<file path="config.mk">
export PLATFORM = sky130hd
export DESIGN_NAME = double_ended_queue_top
export DESIGN_NICKNAME = d
export VERILOG_FILES = /design/src/hdl/deq_pkg.sv /design/src/hdl/deq_cell.sv /design/src/hdl/deq_chain.sv /design/src/hdl/double_ended_queue_top.sv
export SDC_FILE = /design/constraint.sdc
export NUM_CORES = 1
export LEC_CHECK = 0
export ABC_AREA = 1
export BUFFER_PORTS_ARGS = -buffer_cell sky130_fd_sc_hd__buf_2
export CAP_MARGIN = 10
export CELL_PAD_IN_SITES_DETAIL_PLACEMENT = 1
export CELL_PAD_IN_SITES_GLOBAL_PLACEMENT = 1
export CORE_MARGIN = 2
export CORE_UTILIZATION = 35
export CTS_CLUSTER_SIZE = 40
export DETAILED_ROUTE_END_ITERATION = 7
export GPL_TIMING_DRIVEN = 1
export PLACE_DENSITY = 0.69
export SKIP_LAST_GASP = 1
export SLEW_MARGIN = 20
export SYNTH_ARGS = -nofsm -noshare
export SYNTH_HDL_FRONTEND = slang
export SYNTH_HIERARCHICAL = 1
export SYNTH_SLANG_ARGS = --single-unit
</file>
<file path="constraint.sdc">
create_clock -name clk -period 5.69 [get_ports clk]
set_input_delay 1.707 -clock clk [delete_from_list [all_inputs] [get_ports clk]]
set_output_delay 1.707 -clock clk [all_outputs]
set_load 0.01 [all_outputs]
</file>
<file path="src/hdl/deq_pkg.sv">
`timescale 1ns / 1ps
// Shared types and constants for the double-ended queue.
// Used by the storage cells, the cell chain and the top level.
package deq_pkg;

  // Widths of the stream fields.
  localparam int unsigned CMD_W    = 3;
  localparam int unsigned VAL_W    = 32;
  localparam int unsigned COUNT_W  = 5;
  localparam int unsigned STATUS_W = 2;
  localparam int unsigned IN_W     = 40;
  localparam int unsigned OUT_W    = 72;

  // Command codes.
  localparam logic [CMD_W-1:0] CMD_PUSH_BACK  = 3'd0;
  localparam logic [CMD_W-1:0] CMD_PUSH_FRONT = 3'd1;
  localparam logic [CMD_W-1:0] CMD_POP_FRONT  = 3'd2;
  localparam logic [CMD_W-1:0] CMD_POP_BACK   = 3'd3;
  localparam logic [CMD_W-1:0] CMD_QUERY      = 3'd4;

  // Status codes.
  localparam logic [STATUS_W-1:0] ST_OK        = 2'd0;
  localparam logic [STATUS_W-1:0] ST_POP_EMPTY = 2'd1;
  localparam logic [STATUS_W-1:0] ST_PUSH_FULL = 2'd2;

  // Value shown at both ends of an empty queue.
  localparam logic [VAL_W-1:0] EMPTY_READ = '1;

  // What every cell of a chain does at each clock edge.
  typedef enum logic [1:0] {
    CELL_HOLD,
    CELL_SHIFT_UP,    // take the neighbor nearer the head (head takes new data)
    CELL_SHIFT_DOWN,  // take the neighbor farther from the head
    CELL_WRITE_AT     // the cell whose index equals the count takes new data
  } cell_op_t;

  typedef struct packed {
    cell_op_t          op;
    logic [VAL_W-1:0]  data;
  } cell_ctrl_t;

endpackage

</file>
<file path="src/hdl/deq_cell.sv">
`timescale 1ns / 1ps
// One storage cell of a queue chain: a 32-bit entry and its update mux.
// Depends on deq_pkg for the cell control struct.
module deq_cell import deq_pkg::*; #(
  parameter int unsigned CW  = 5,
  parameter int unsigned IDX = 0
) (
  input  logic             clk,
  input  cell_ctrl_t       ctrl,
  input  logic [CW-1:0]    count,
  input  logic [VAL_W-1:0] low_val,
  input  logic [VAL_W-1:0] high_val,
  output logic [VAL_W-1:0] value
);

  localparam logic [CW-1:0] MY_IDX = CW'(IDX);

  // Entry update: shift with a neighbor or load at the fill position.
  always_ff @(posedge clk) begin
    case (ctrl.op)
      CELL_SHIFT_UP: begin
        value <= low_val;
      end
      CELL_SHIFT_DOWN: begin
        value <= high_val;
      end
      CELL_WRITE_AT: begin
        if (count == MY_IDX) begin
          value <= ctrl.data;
        end
      end
      default: begin
        value <= value;
      end
    endcase
  end

endmodule

</file>
<file path="src/hdl/deq_chain.sv">
`timescale 1ns / 1ps
// A row of DEPTH storage cells that shift toward or away from the head.
// Depends on deq_pkg and deq_cell.
module deq_chain import deq_pkg::*; #(
  parameter int unsigned DEPTH = 16,
  parameter int unsigned CW    = 5
) (
  input  logic             clk,
  input  cell_ctrl_t       ctrl,
  input  logic [CW-1:0]    count,
  output logic [VAL_W-1:0] head_value
);

  logic [VAL_W-1:0] cell_val [DEPTH];

  // Each cell sees its two neighbors; the head takes new data from below
  // and the last cell sees itself from above.
  for (genvar i = 0; i < DEPTH; i++) begin : g_cell
    logic [VAL_W-1:0] low_in;
    logic [VAL_W-1:0] high_in;

    if (i == 0) begin : g_head
      assign low_in = ctrl.data;
    end else begin : g_mid_low
      assign low_in = cell_val[i-1];
    end

    if (i == DEPTH - 1) begin : g_tail
      assign high_in = cell_val[i];
    end else begin : g_mid_high
      assign high_in = cell_val[i+1];
    end

    deq_cell #(
      .CW  (CW),
      .IDX (i)
    ) u_cell (
      .clk      (clk),
      .ctrl     (ctrl),
      .count    (count),
      .low_val  (low_in),
      .high_val (high_in),
      .value    (cell_val[i])
    );
  end

  assign head_value = cell_val[0];

endmodule

</file>
<file path="src/hdl/double_ended_queue_top.sv">
`timescale 1ns / 1ps
// Top level of the double-ended queue: command decode, count and result beat.
// Depends on deq_pkg and deq_chain.
//
//   Channel | Direction | Beat contents
//   s_*     | in        | command, data_value
//   m_*     | out       | front_value, back_value, entry_count, is_empty, status
//
// One command is taken per cycle while no result beat waits on m_tready; its result beat appears the cycle after.
// Two chains of DEPTH cells hold the contents, one with the front at cell 0
// and one with the back at cell 0, so each end is read from a fixed cell.
// Reset empties the queue at once; stored entries need no clearing.
// A result beat waits in the output register while m_tready is low, and a
// new command is taken in the same cycle the waiting beat leaves.
module double_ended_queue_top import deq_pkg::*; #(
  parameter int unsigned DEPTH = 16
) (
  input  logic             clk,
  input  logic             rst,
  input  logic             s_tvalid,
  output logic             s_tready,
  input  logic [IN_W-1:0]  s_tdata,   // [2:0] command, [34:3] data_value, rest zero
  output logic             m_tvalid,
  input  logic             m_tready,
  output logic [OUT_W-1:0] m_tdata    // [31:0] front_value, [63:32] back_value,
                                      // [68:64] entry_count, [69] is_empty,
                                      // [71:70] status
);

  localparam int unsigned CW = $clog2(DEPTH + 1);
  localparam logic [CW-1:0] FULL_COUNT = CW'(DEPTH);

  logic [CW-1:0]       count;
  logic [CW-1:0]       count_next;
  logic [STATUS_W-1:0] status;
  logic [STATUS_W-1:0] status_next;
  logic                accept;
  logic [CMD_W-1:0]    cmd;
  logic [VAL_W-1:0]    push_val;
  cell_ctrl_t          front_ctrl;
  cell_ctrl_t          back_ctrl;
  logic [VAL_W-1:0]    front_head;
  logic [VAL_W-1:0]    back_head;
  logic                empty;
  logic                full;

  assign s_tready = !m_tvalid || m_tready;
  assign accept   = s_tvalid && s_tready;
  assign cmd      = s_tdata[CMD_W-1:0];
  assign push_val = s_tdata[CMD_W+VAL_W-1:CMD_W];
  assign empty    = (count == '0);
  assign full     = (count == FULL_COUNT);

  // Command decode into chain operations, count and status.
  always_comb begin
    front_ctrl.op   = CELL_HOLD;
    front_ctrl.data = push_val;
    back_ctrl.op    = CELL_HOLD;
    back_ctrl.data  = push_val;
    count_next      = count;
    status_next     = status;
    if (accept) begin
      status_next = ST_OK;
      case (cmd)
        CMD_PUSH_BACK: begin
          if (full) begin
            status_next = ST_PUSH_FULL;
          end else begin
            front_ctrl.op = CELL_WRITE_AT;
            back_ctrl.op  = CELL_SHIFT_UP;
            count_next    = count + 1'b1;
          end
        end
        CMD_PUSH_FRONT: begin
          if (full) begin
            status_next = ST_PUSH_FULL;
          end else begin
            front_ctrl.op = CELL_SHIFT_UP;
            back_ctrl.op  = CELL_WRITE_AT;
            count_next    = count + 1'b1;
          end
        end
        CMD_POP_FRONT: begin
          if (empty) begin
            status_next = ST_POP_EMPTY;
          end else begin
            front_ctrl.op = CELL_SHIFT_DOWN;
            count_next    = count - 1'b1;
          end
        end
        CMD_POP_BACK: begin
          if (empty) begin
            status_next = ST_POP_EMPTY;
          end else begin
            back_ctrl.op = CELL_SHIFT_DOWN;
            count_next   = count - 1'b1;
          end
        end
        default: begin
          // Query and unused codes leave the queue as it is.
          status_next = ST_OK;
        end
      endcase
    end
  end

  // Chain with the front entry at cell 0.
  deq_chain #(
    .DEPTH (DEPTH),
    .CW    (CW)
  ) u_front_chain (
    .clk        (clk),
    .ctrl       (front_ctrl),
    .count      (count),
    .head_value (front_head)
  );

  // Chain with the back entry at cell 0.
  deq_chain #(
    .DEPTH (DEPTH),
    .CW    (CW)
  ) u_back_chain (
    .clk        (clk),
    .ctrl       (back_ctrl),
    .count      (count),
    .head_value (back_head)
  );

  // Count, status and output beat valid.
  always_ff @(posedge clk) begin
    if (rst) begin
      count    <= '0;
      status   <= ST_OK;
      m_tvalid <= 1'b0;
    end else begin
      count  <= count_next;
      status <= status_next;
      if (accept) begin
        m_tvalid <= 1'b1;
      end else if (m_tready) begin
        m_tvalid <= 1'b0;
      end
    end
  end

  // Result beat is read straight from the state left by the last command.
  assign m_tdata = {status,
                    empty,
                    COUNT_W'(count),
                    (empty ? EMPTY_READ : back_head),
                    (empty ? EMPTY_READ : front_head)};

endmodule
</file>
==> results by group, run 1 <==
Logic synthesis
  – Simple-gate area share of the yosys netlist: 0.350
  – Fraction of the mapped netlist area in compound gates: 0.00147
  – Register bit total from synthesis: 1032
  – Share of the synthesized netlist area taken by xor and xnor gates: 0.000323
  – Sequential cell area fraction in the yosys report: 0.569
  – Average footprint of a synthesized cell: 9.03 um2
  – Share of the synthesized area in the top cell type: 0.566
  – Number of instances in the synthesized netlist: roughly 6000
  – Total nets after synthesis: a little over 6000
  – Main area contributors after synthesis: sky130_fd_sc_hd__edfxtp_1 (57%), sky130_fd_sc_hd__nand2_1 (21%), sky130_fd_sc_hd__nand3_1 (9.7%)
  – Distinct cell type count of the synthesized netlist: 27
  – Dominant cell type by area after synthesis: sky130_fd_sc_hd__edfxtp_1
  – Cell Area, Synth: about 0.054 mm2
  – Share of cell area taken by muxes after synthesis: 0
  – Post-synthesis adder-cell area fraction: 0.0160
  – Number of warnings issued by yosys: 6
  – Largest family of logic cells by synthesized area: simple AND/OR/NAND/NOR gates

CTS
  – Clock Sink Count: around 1000
  – Post-CTS resize count: 0
  – Number of CTS-inserted buffers: 111
  – Root buffer cell: sky130_fd_sc_hd__clkbuf_16
  – Clock insertion delay at the later pin of the skew report: 0.71 ns
  – CTS tree: yes
  – Maximum buffer depth of the clock tree: 3
  – Quantity of hold-fixing buffers added after cts: 0
  – Clock transition at path regs: roughly 0.06 ns
  – Number of H-tree branching levels: 3
  – Number of setup buffers added after CTS: 0

Place
  – Weighted congestion reported at the end of routability-driven placement: approximately 0.75
  – Instance area at placement: around 0.055 mm2
  – Port buffer count: about 110
  – DP HPWL: 103000 um

Power and ir drop
  – Post-route total power: 17.9 mW
  – Static leakage: approximately 22 nW
  – Power density over the cells: ~310 mW/mm2
  – Max VDD drop: 204 uV

Floorplanning
  – Core area: between 0.15 and 0.2 mm2
  – Chip width: 398 um
  – Die Outline Area: between 0.15 and 0.2 mm2
  – Chip height: about 400 um
  – Boundary pin count: around 120
  – Starting Density: 0.352
  – Rows: about 140

Detailed routing
  – Antenna violation net count after detailed routing: 0
  – Via-to-Cell Ratio: 4.92
  – Via count: ~40000
  – Wire per inst: 17.9 um
  – Number of DRC markers in iteration 0: ~3000
  – Remaining design rule violation count: 0
  – Detailed Routing Iterations Pass 1: 5
  – Final routed wirelength across all metal layers: 146000 um

GRT
  – Antenna violations before repair: 7
  – Largest net degree at the start of global routing: 36
  – Remaining global-route overflow: 0
  – Vias in the first global route: approximately 40000
  – Overall Global Routing Usage: 0.181
  – First-pass GRT wire length: around 230000 um

Timing
  – Total negative slack for setup checks: 0 ns
  – Fin Hold WS: 0.537 ns
  – Final clock skew: around 0.019 ns
  – Maximum frequency from static timing analysis: around 220 MHz
  – Period Utilization, post-route: 0.794
  – Shortest clock period the worst path allows after layout: roughly 4.5 ns
  – Setup repair after global routing missed its margin: no
  – Total count of hold-check failures in the final report: 0
  – Setup Viol. Count Final: 0
  – Worst slew pin tran: approximately 1.1 ns
  – Number of max-slew violations in the final report: 0
  – Relative slew slack: 0.255

Setup path
  – CP arrival: between 2 and 3 ns
  – Combined buffer and inverter count along the critical path: 3
  – Max stage delay cell, worst path: sky130_fd_sc_hd__inv_1
  – Required time of the worst setup path: between 3 and 4 ns
  – Endpoint of the lowest-slack register-to-register path: u_back_chain/g_cell[4].u_cell/value[15]
  – Max stage delay on crit path: 0.55 ns
  – Kind of start point of the critical path: flip-flop
  – Critical Path Start: count[2]
  – Sequence of cells on the critical path: nor2_1 > nand3_2 > inv_1 > buf_4 > or2_2 > buf_2
  – Endpoint class of the critical path: output port
  – Reg2Reg Launch Point: count[2]
  – WS Path Type: flip-flop to output port
  – Gate family responsible for the most delay along the worst path: buffers and inverters
  – Critical Path Fanout Max: 33
  – Crit path to: m_tdata[31]
  – Number of cells on the worst reg-to-reg path: 10
  – R2r setup slk: approximately 2.1 ns
  – Number of cells on the critical path: 6

Final layout
  – Most common library cell in the layout ignoring fill and taps: sky130_fd_sc_hd__nand2_1
  – Most used cells in the layout excluding fill and tap cells: sky130_fd_sc_hd__nand2_1 (3054), sky130_fd_sc_hd__nand3_1 (1057), sky130_fd_sc_hd__edfxtp_1 (1024)
  – Net count, final: between 6000 and 7000
  – Syn-to-layout area delta: 8.03%
  – Proportion of layout cells with a drive suffix above 1: 0.0919
  – Post-route cell area: slightly below 0.06 mm2

Worst hold path
  – Cell count of the worst hold path: 2
  – Hold crit path type: flip-flop to flip-flop

Flow run
  – Number of maximum-capacitance violations: 0

Status
  – Run status: finished clean
-- worst min-delay path by stage --
stage	startpoint	end	slack (ns)
global route	m_tvalid	m_tvalid	0.57
global placement	m_tvalid	m_tvalid	0.51
detailed placement	m_tvalid	m_tvalid	0.53
floorplan	u_back_chain/g_cell[0].u_cell/value[10]	u_back_chain/g_cell[1].u_cell/value[10]	0.52
finish	m_tvalid	m_tvalid	0.54
CTS	m_tvalid	m_tvalid	0.54
-- metrics by stage --
stage,utilization,worst slack [ns],cells
after floorplan,-,0.582,6015
after global placement,0.359,0.954,7918
after detailed placement,0.359,0.857,7918
after CTS,0.381,1.02,8114
after global routing,0.381,0.914,8114
final,0.381,1.17,8117
-- cells in the mapped netlist, drive strengths merged --
cell,count
o21ai,3
nand3,1059
ha,68
nand2,3156
dfxtp,8
fa,1
clkbuf,1
xnor2,1
xor2,1
nor2,110
edfxtp,1024
inv,109
a21oi,13
or2,96
nand4,6
buf,359
-- cell type report --
type / count / area [um2]
fillers: 18000 / 95400
clock buffers: 142 / 2980
repair buffers: 219 / 1360
multi-input cells: 4514 / 20000
inverters: 109 / 409
diodes: 3 / 7.51
well taps: 2044 / 2560
flip-flops and latches: 1032 / 30900
clock inverters: 54 / 408
-- cell families after synthesis --
| kind of cell | Yosys count |
|---|---|
| and+or+nand+nor | 4427 |
| buffers and inverters | 469 |
| AOI/OAI and AO/OA | 16 |
| adders and majority gates | 69 |
| DFF | 1032 |
| xor gates and xnor gates | 2 |
-- flip-flops by register name (all words and copies together), names as in the netlist --
| name | flops |
|---|---|
| status | 2 |
| u_front_chain/g_cell.u_cell/value | 512 |
| count | 5 |
| m_tvalid | 1 |
| u_back_chain/g_cell.u_cell/value | 512 |
-- worst min-delay path, stage by stage, from the launching register on --
cell	delay [ns]
sky130_fd_sc_hd__dfxtp_1	0.32
sky130_fd_sc_hd__nand2_2	0.10
sky130_fd_sc_hd__a21oi_1	0.07
-- power by group --
group	internal, mW	total [mW]	switching (mW)
combinational	0.490	1.66	1.17
clock	3.93	6.87	2.95
sequential	9.05	9.37	0.321
-- routing by layer --
| metal | GRT usage | share of wire | wire, um |
|---|---|---|---|
| met1 | 0.283 | 0.51 | 74600 |
| met2 | 0.263 | 0.41 | 60000 |
| met3 | 0.0213 | 0.054 | 7810 |
| met4 | 0.0504 | 0.022 | 3150 |
| met5 | 0 | 0.00050 | 73 |
(Power assumes the default switching activity.)
==> inputs of run 2 (changes only) <==
- ABC_AREA: 1 -> 0
- PLACE_DENSITY: 0.69 -> 0.68
- clock period: 5.69 -> 4.1 ns (I/O delays scaled with it)
==> run 2 against run 1 <==
Net effect:
- cell area shrank 0.84%
- register-to-register slack got worse by 1.2 ns
- die area decreased by 0.59%
- hold slack got worse by 0.081 ns
- cell count fell by 27%
- global-route usage increased by 0.17 points
- clock-buffer cell count is 7 lower
==> results by group, run 2 <==
Status
  – Run status: finished clean

CTS
  – Root buffer cell: sky130_fd_sc_hd__clkbuf_16
  – CTS tree: yes
  – Quantity of hold-fixing buffers added after cts: 0
  – Clock Sink Count: 1032
  – Clock insertion delay at the later pin of the skew report: around 0.72 ns
  – Clock transition at path regs: 0.07 ns
  – Number of setup buffers added after CTS: 0
  – Maximum buffer depth of the clock tree: 3
  – Number of CTS-inserted buffers: approximately 110
  – Number of H-tree branching levels: 3
  – Post-CTS resize count: 0

Logic synthesis
  – Total nets after synthesis: just under 4000
  – Register bit total from synthesis: between 1000 and 1500
  – Number of warnings issued by yosys: 6
  – Simple-gate area share of the yosys netlist: 0.0247
  – Share of cell area taken by muxes after synthesis: 0
  – Dominant cell type by area after synthesis: sky130_fd_sc_hd__edfxtp_1
  – Number of instances in the synthesized netlist: 3782
  – Average footprint of a synthesized cell: around 14 um2
  – Fraction of the mapped netlist area in compound gates: 0.319
  – Sequential cell area fraction in the yosys report: 0.573
  – Share of the synthesized netlist area taken by xor and xnor gates: 0.000626
  – Number of enable flip-flop cells after synthesis: ~1000
  – Top cell types by occurrence after synthesis: sky130_fd_sc_hd__a21o_1 (1024), sky130_fd_sc_hd__a22o_1 (1024), sky130_fd_sc_hd__edfxtp_1 (1024)
  – Distinct cell type count of the synthesized netlist: 42
  – Cell Area, Synth: roughly 0.054 mm2
  – Async SR Flop Fraction: 0
  – Post-synthesis adder-cell area fraction: 0.0161
  – Primary flip-flop cell chosen by synthesis mapping: sky130_fd_sc_hd__edfxtp_1
  – Main area contributors after synthesis: sky130_fd_sc_hd__edfxtp_1 (57%), sky130_fd_sc_hd__a22o_1 (17%), sky130_fd_sc_hd__a21o_1 (14%)
  – Share of the synthesized area in the top cell type: 0.570
  – Largest family of logic cells by synthesized area: compound AO/OA/AOI/OAI gates

Setup path
  – R2r setup slk: about 0.8 ns
  – Endpoint of the lowest-slack register-to-register path: u_front_chain/g_cell[13].u_cell/value[1]
  – Required time of the worst setup path: roughly 2.9 ns
  – Endpoint class of the critical path: output port
  – Critical Path Fanout Max: 66
  – Reg2Reg Launch Point: count[2]
  – Kind of start point of the critical path: flip-flop
  – WS Path Type: flip-flop to output port
  – CP arrival: between 2 and 3 ns
  – Number of cells on the worst reg-to-reg path: 9

Place
  – Port buffer count: ~110
  – Weighted congestion reported at the end of routability-driven placement: 0.756
  – Dpl cells: between 5000 and 6000
  – DP HPWL: 97100 um

Floorplanning
  – Core area: roughly 0.15 mm2
  – Boundary pin count: between 100 and 150
  – Chip width: 397 um
  – Die Outline Area: 0.157 mm2
  – Starting Density: 0.351
  – Chip height: around 400 um
  – Rows: about 140

Timing
  – Total negative slack for setup checks: 0 ns
  – Worst slew pin tran: roughly 1.1 ns
  – Fin Hold WS: 0.456 ns
  – Final clock skew: approximately 0.022 ns
  – Shortest clock period the worst path allows after layout: ~3.8 ns
  – Period Utilization, post-route: 0.915
  – Maximum frequency from static timing analysis: approximately 270 MHz
  – Setup repair after global routing missed its margin: no
  – Total count of hold-check failures in the final report: 0
  – Number of max-slew violations in the final report: 0
  – Relative slew slack: 0.285
  – Setup Viol. Count Final: 0

Worst hold path
  – Worst Hold Endpoint: status[1]
  – Cell count of the worst hold path: 2
  – Hold_sp: status[1]
  – Hold crit path type: flip-flop to flip-flop

Power and ir drop
  – Part of the power in the clock network: 0.370
  – Net Sw Frac: 0.250
  – P_sw: 6.10 mW
  – Power share of the sequential group: 0.528
  – Max VDD drop: ~330 uV
  – Post-route total power: 24.4 mW
  – Static leakage: between 20 and 25 nW
  – Power share of the combinational group: 0.102
  – Power density over the cells: 420 mW/mm2
  – Internal power of the cells: between 15 and 20 mW

Final layout
  – Registers with the highest flip-flop counts: u_back_chain/g_cell.u_cell/value (512), u_front_chain/g_cell.u_cell/value (512), count (5)
  – Total area of multi-input combinational cells: approximately 0.020 mm2
  – Cell Count, Final, Fillers Out: between 5000 and 6000
  – Total area of sequential cells: between 0.03 and 0.04 mm2
  – Number of fillers in the final layout: 15900
  – End-of-flow core utilization: 0.378
  – Most used cells in the layout excluding fill and tap cells: sky130_fd_sc_hd__a22o_1 (1024), sky130_fd_sc_hd__a21o_1 (1024), sky130_fd_sc_hd__edfxtp_1 (1024)
  – Net count, final: 3878
  – Syn-to-layout area delta: 7.75%
  – Proportion of layout cells with a drive suffix above 1: 0.133

GRT
  – Overall Global Routing Usage: 0.183
  – Vias in the first global route: between 30000 and 40000
  – First-pass GRT wire length: approximately 230000 um
  – Antenna violations before repair: 9
  – Remaining global-route overflow: 0
  – Largest net degree at the start of global routing: 67

Detailed routing
  – Final routed wirelength across all metal layers: ~150000 um
  – Via count: approximately 34000
  – Antenna violation net count after detailed routing: 0
  – Detailed Routing Iterations Pass 1: 5
  – Remaining design rule violation count: 0
  – Number of DRC markers in iteration 0: around 2100
  – Wire per inst: 25.2 um
  – Via-to-Cell Ratio: just under 6

Flow run
  – Number of maximum-capacitance violations: 0
==> run 2: cell count changes after synthesis, sizes merged, moves of 24 or more <==
cell,delta
nor2,-75
or2,-32
a22o,+1024
inv,-72
nand3,-1056
o32ai,+24
nand2,-3121
a21o,+1024
==> run 2: per-layer routing <==
layer  GRT usage  wire, um
met2       0.326     76800
met5           0        30
met1       0.234     63400
met4      0.0444      3030
met3      0.0236      5220
==> run 2: how the worst max path moves through the flow <==
| stage | to | depth (start not counted) | from |
|---|---|---|---|
| floorplan | u_back_chain/g_cell[15].u_cell/value[0] | 8 | m_tready |
| global placement | u_back_chain/g_cell[12].u_cell/value[24] | 9 | s_tdata[1] |
| detailed placement | u_back_chain/g_cell[1].u_cell/value[15] | 8 | s_tdata[1] |
| CTS | m_tdata[46] | 5 | count[2] |
| global route | m_tdata[46] | 5 | count[2] |
| finish | m_tdata[46] | 5 | count[2] |
==> run 2: critical path: stages, from the launching register on <==
cell,delay [ns]
sky130_fd_sc_hd__dfxtp_2,0.33
sky130_fd_sc_hd__or4_4,0.57
sky130_fd_sc_hd__nor2_4,0.09
sky130_fd_sc_hd__buf_4,0.44
sky130_fd_sc_hd__or2_1,0.22
sky130_fd_sc_hd__buf_2,0.15
==> run 2: power by group through the flow <==
stage                     Combinational (mW)  Clock, mW  Sequential, mW
after global routing                    2.70       9.61            13.0
after detailed placement                2.48          0            13.1
after global placement                  2.39          0            13.1
after floorplan                         1.71          0            12.9
final                                   2.48       9.03            12.9
after CTS                               2.50       9.25            12.9
==> run 2: stage by stage <==
step	area, um2	worst slack, ns
finish	58200	0.348
global route	58200	0.160
CTS	58200	0.222
detailed placement	55100	0.322
global placement	55100	0.358
floorplan	54000	-2.08
==> run 2: kinds of logic (layout without fill, tap and decap cells) <==
logic type | Yosys count | count (layout)
buffers and inverters | 398 | 459
DFF | 1032 | 1032
and+or+nand+nor | 186 | 186
adders and majority gates | 69 | 69
AOI/OAI and AO/OA | 2094 | 2094
xor gates and xnor gates | 3 | 3
other | 0 | 3
==> run 2: cell type report <==
type                            count  area share
Sequential cell                  1032       0.532
Tap cell                         2044      0.0440
Multi-Input combinational cell   2352       0.341
Timing Repair Buffer              236      0.0282
Clock inverter                     51     0.00501
Clock buffer                      135      0.0478
Antenna cell                        3    0.000129
Inverter                           37     0.00239
